===== src/obc_ram.sv =====
// obc_ram: generic single write port, single read port ram with registered read
// no dependencies
`timescale 1ns / 1ps

module obc_ram #(
   parameter int WIDTH = 16,
   parameter int DEPTH = 17
) (
   input  logic                     clock,
   input  logic                     wr_en,
   input  logic [$clog2(DEPTH)-1:0] wr_addr,
   input  logic [WIDTH-1:0]         wr_data,
   input  logic [$clog2(DEPTH)-1:0] rd_addr,
   output logic [WIDTH-1:0]         rd_data
);

   logic [WIDTH-1:0] mem [DEPTH];
   logic [WIDTH-1:0] rd_data_ff;

   // write and registered read
   always_ff @(posedge clock) begin
      if (wr_en) begin
         mem[wr_addr] <= wr_data;
      end
      rd_data_ff <= mem[rd_addr];
   end

   assign rd_data = rd_data_ff;

endmodule


===== config.mk =====
export PLATFORM = sky130hd
export DESIGN_NAME = obc_ram
export DESIGN_NICKNAME = d
export VERILOG_FILES = /design/src/obc_ram.sv
export SDC_FILE = /design/constraint.sdc
export NUM_CORES = 1
export LEC_CHECK = 0
export ABC_AREA = 1
export BUFFER_PORTS_ARGS = -buffer_cell sky130_fd_sc_hd__buf_2
export CAP_MARGIN = 10
export CELL_PAD_IN_SITES_DETAIL_PLACEMENT = 1
export CELL_PAD_IN_SITES_GLOBAL_PLACEMENT = 2
export CORE_MARGIN = 5
export CORE_UTILIZATION = 48
export CTS_BUF_LIST = sky130_fd_sc_hd__clkbuf_2
export DETAILED_ROUTE_END_ITERATION = 10
export HOLD_SLACK_MARGIN = 0.12
export PLACE_DENSITY = 0.95
export REMOVE_ABC_BUFFERS = 1
export SETUP_SLACK_MARGIN = 0.5
export SLEW_MARGIN = 30
export SYNTH_ARGS = -nofsm -noshare
export SYNTH_HDL_FRONTEND = slang
export SYNTH_SLANG_ARGS = --single-unit

===== constraint.sdc =====
create_clock -name clock -period 4.1 [get_ports clock]
set_clock_uncertainty 0.05 [all_clocks]
set_input_delay 0.41 -clock clock [delete_from_list [all_inputs] [get_ports clock]]
set_output_delay 0.41 -clock clock [all_outputs]
set_load 0.03 [all_outputs]

; Word-level counts from Yosys, hierarchy flattened
; Memories as Yosys holds them, arrays and structs flattened. A register that Yosys moved wholly into a read port is not among the register bits.
; Index checks and enable logic that the tools add are counted.
[word_totals]
mem_count = 1
out_inout_bits = 16
regBits = 0
ramBits = 272
input_bits = 28
wordCells = 3
[op_classes]
muxes = 2
[mem_list]
columns = name, words, word_bits, read_ports, rd_clocked_by_memory_dff, wr, line_no
row1 = mem, 17, 16, 1, 1, 1, 17  ; logic [WIDTH-1:0] mem [DEPTH];
[ops]
columns = cell, count
row1 = $mux W1, 2

; Logic depth before layout (Yosys ltp)
[depth]
ltp_word = 2
ltp_mapped = 11

; Worst setup path before layout
; OpenSTA, ideal clock, no wires.
[synth_timing]
path_kind = input -> register
start = in wr_addr[0]
end = mem mem[16][0] (enable)
t_arrival_ns = 2.178
path_stages = 3
setup_slack_ns = 1.440
setup_time_ns = 0.432
path_cell_list = nor2_1 nand2_1 nor4_1
[synth_rtl]
columns = element, line_no
row1 = from (decl), 11  ; input logic [$clog2(DEPTH)-1:0] wr_addr,
row2 = to (decl), 17
; Straight into the memory's write port.

==> impl_metrics.yaml <==
layout:
  layout-drive-gt1-share_pct: 18.89
  areaGrowthSynthToFinish_pct: 11.48
  final_cell_area_sq_um: 12760
  final_net_count: 1091
  fin_util_pct: 54.38
  final_cells: 1437
worst_setup_path:
  regToRegStartpoint: "mem[3][10]"
  element_type_at_the_critical_path_end: "flip-flop"
  critical_path.max_stage_delay_ps: 600
  regToRegSetupSlack_ps: 2330
  crit_buf_inv: 4
  path_class: "input pin to flip-flop"
  cp-start-kind: "input pin"
  worst_path_most_repeated_cell: "sky130_fd_sc_hd__nand2_1"
  cp.arrival_ps: 3020
  crit_family: "buffers and inverters"
  reg2reg_depth: 9
  crit_path_cell_trace: "dlygate4sd3_1 > buf_2 > inv_1 > nand2_1 > nand2_1 > nand2_1 > nand2_1 > dlygate4sd3_1"
  crit_start: "rd_addr[3]"
  timing.critical_path.slowest_stage_cell: "sky130_fd_sc_hd__inv_1"
  crit_required_ps: 4790
  timing.critical_path.to: "rd_data[10]"
  crit_cells: 8
  rr_endpoint: "rd_data[10]"
  timing.critical_path.fanout_max: 17
clock_tree:
  cts_resized: 0
  cts.repair_timing.setup_buffer_count: 0
  clk_transition_reported_paths_ps: 110
  clock_tree.htree_level_count: 3
  cts.hold.buffers_added: 21
  worst_skew_pair.late_latency_ps: 840
  cts_buffers: 74
  maximum_buffer_depth_of_the_clock_tree: 3
  numClockSinks: 288
  cts_tree: "built"
  clock_tree_root_buffer_cell: "sky130_fd_sc_hd__clkbuf_2"
grt:
  grt_pass1_wl_mm: 47.75
  met1_usage_pct: 30.91
  grtUsageMet3_pct: 4.891
  via_count_of_the_first_global_routing_pass: 8351
  antenna_found_initial: 1
  layer_carrying_the_most_global_route_usage: "met2"
  grtUsageMet2_pct: 40.76
  pin_count_of_the_biggest_net_entering_global_routing: 70
  grtUsageTotal_pct: 23.91
  grt-ovfl-total: 0
synth:
  synth-xor-area-share_pct: 0
  yosysWarnings: 0
  post-synth-top-count-cell: "sky130_fd_sc_hd__nand2_1"
  synth.ff_latch_count: 288
  synth_adder_area_share_pct: 0
  netlist_instances: 952
  multiplexer_fraction_of_the_synthesized_cell_area_pct: 0
  synth_top_flop_cell: "sky130_fd_sc_hd__edfxtp_1"
  synth_top_cells_by_count: "sky130_fd_sc_hd__nand2_1, sky130_fd_sc_hd__edfxtp_1, sky130_fd_sc_hd__nand3_1, sky130_fd_sc_hd__buf_6, sky130_fd_sc_hd__nor2_1"
  yosys.area_share.simple_pct: 21.98
  synthesis.area_sq_um: 11450
  synth_area_leaders: "sky130_fd_sc_hd__edfxtp_1, sky130_fd_sc_hd__nand2_1, sky130_fd_sc_hd__nand3_1"
  synth.top_cell.area_share_pct: 71.34
  netlist-cell-type-count: 14
  synth_area_leader_cell: "sky130_fd_sc_hd__edfxtp_1"
  synth_enable_flop_cells: 272
  area_fraction_in_compound_gates_after_synthesis_pct: 0
  fraction_of_registers_with_async_set_or_reset_after_synthesis_pct: 0
  combinational_family_with_the_most_area_after_synthesis: "simple AND/OR/NAND/NOR gates"
  synth.avg_cell_area_sq_um: 12.03
  seq_area_frac_synth_pct: 74.13
routing:
  drtPass1Iterations: 5
  wl_mm: 31.34
  drc: 0
  vias_per_cell: 5.468
  antenna_left: 0
  vias: 7857
  detail_route.wl_per_cell_um: 21.81
  detailedRoute.firstIterationViolations: 657
placed_design:
  placement.setup.worst_slack_ps: 1585
  place.port_buffers: 43
  routabilityCongestion: 0.7278
  post_dp_cell_area_sq_um: 11910
  place_inst: 1285
  dpl_hpwl_mm: 17.37
worst_hold_path:
  hp-class: "input pin to flip-flop"
timing:
  timing.final.hold_violations: 0
  timing_max_transition_violations_final: 0
  final.hold.worst_slack_ps: 240.8
  period_needed_ps: 2330
  grt_setup_unrepaired: "no"
  setup_viol_count_final: 0
  setup_total_negative_slack_ps: 0
  achievable-frequency_mhz: 429.2
  fin_ws_ps: 1770
  worst_pin_slew_ps: 1032
  period_share_pct: 56.83
  slew-limit-headroom_pct: 31.10
floorplan:
  chipWidth_um: 164.4
  die-height_um: 164.4
  floorplan.rows: 56
  core_area_sq_um: 23470
  initial_core_util_pct: 48.78
  io_pins: 44
  overall_die_area_sq_um: 27040
pwr:
  cellLeakagePower_nw: 4.952
  clock_power_share_pct: 34.0
  vdd_drop_max_mv: 0.1779
  combPwrFrac_pct: 7.1
  power.net_switching_mw: 1.416
  total_power_density_per_cell_area_nw_per_um2: 434.3
  p_int_mw: 4.128
  sw_frac_of_total_pct: 25.54
  fin_total_pwr_mw: 5.543
  p_seq_share_pct: 59.0
outcome:
  run_status: "complete, no violations"
job:
  max-cap-violations: 0
[tightest hold or removal path: stages]
cell and delay, ps:
sky130_fd_sc_hd__buf_2 120, sky130_fd_sc_hd__nand3_1 200, sky130_fd_sc_hd__nor2_2 200
[flip-flops by register name, indices dropped and copies added (netlist names)]
register,cells
mem,272
rd_data,16
[logic make-up after synthesis]
kind of cell / Yosys count
AND/OR/NAND/NOR: 602
flip-flops: 288
buffers and inverters: 62
[cell usage in the layout (no fill, tap or decap), drive strengths merged]
cell	synthesis	routed
clkbuf	8	121
diode	0	1
buf	46	68
nor2	17	17
nand3b	2	2
edfxtp	272	272
clkinv	0	8
nand2	385	385
nand3	197	197
dfxtp	16	16
inv	8	9
dlygate4sd3	0	21
nor4	1	1
[routing by layer]
metal / up-vias / wire length, um
met3: 57 / 1832
met4: 0 / 652
li1: 3573 / -
met1: 3955 / 13300
met2: 272 / 15550
met5: - / 0
[how the worst min path moves through the flow]
stage	startpoint	to	slack (ps)	cells past startpoint
6_report	wr_addr[0]	mem[3][10]	240	3
5_1_grt	wr_addr[0]	mem[3][10]	190	3
4_1_cts	wr_en	mem[13][10]	170	3
3_5_place_dp	mem[16][10]	rd_data[10]	380	2
3_3_place_gp	mem[16][6]	rd_data[6]	370	2
2_1_floorplan	mem[16][14]	rd_data[14]	360	2
[power by group through the flow]
stage               combinational (mW)  sequential (mW)  clock [mW]
finish                           0.392             3.27        1.88
global placement                 0.359             3.33           0
global route                     0.432             3.27        2.10
CTS                              0.395             3.27        1.94
floorplan                        0.159             3.36           0
detailed placement               0.378             3.34           0
[final cells by class]
cell class	count	area (sq um)
timing repair buffer	89	640.6
tap	319	399.1
antenna	1	2.502
inverter	8	31.28
clock inverter	9	35.03
fill	2547	10710
clock buffer	121	605.6
sequential	288	8488
multi-input combinational	602	2562
(Power assumes the default switching activity.)
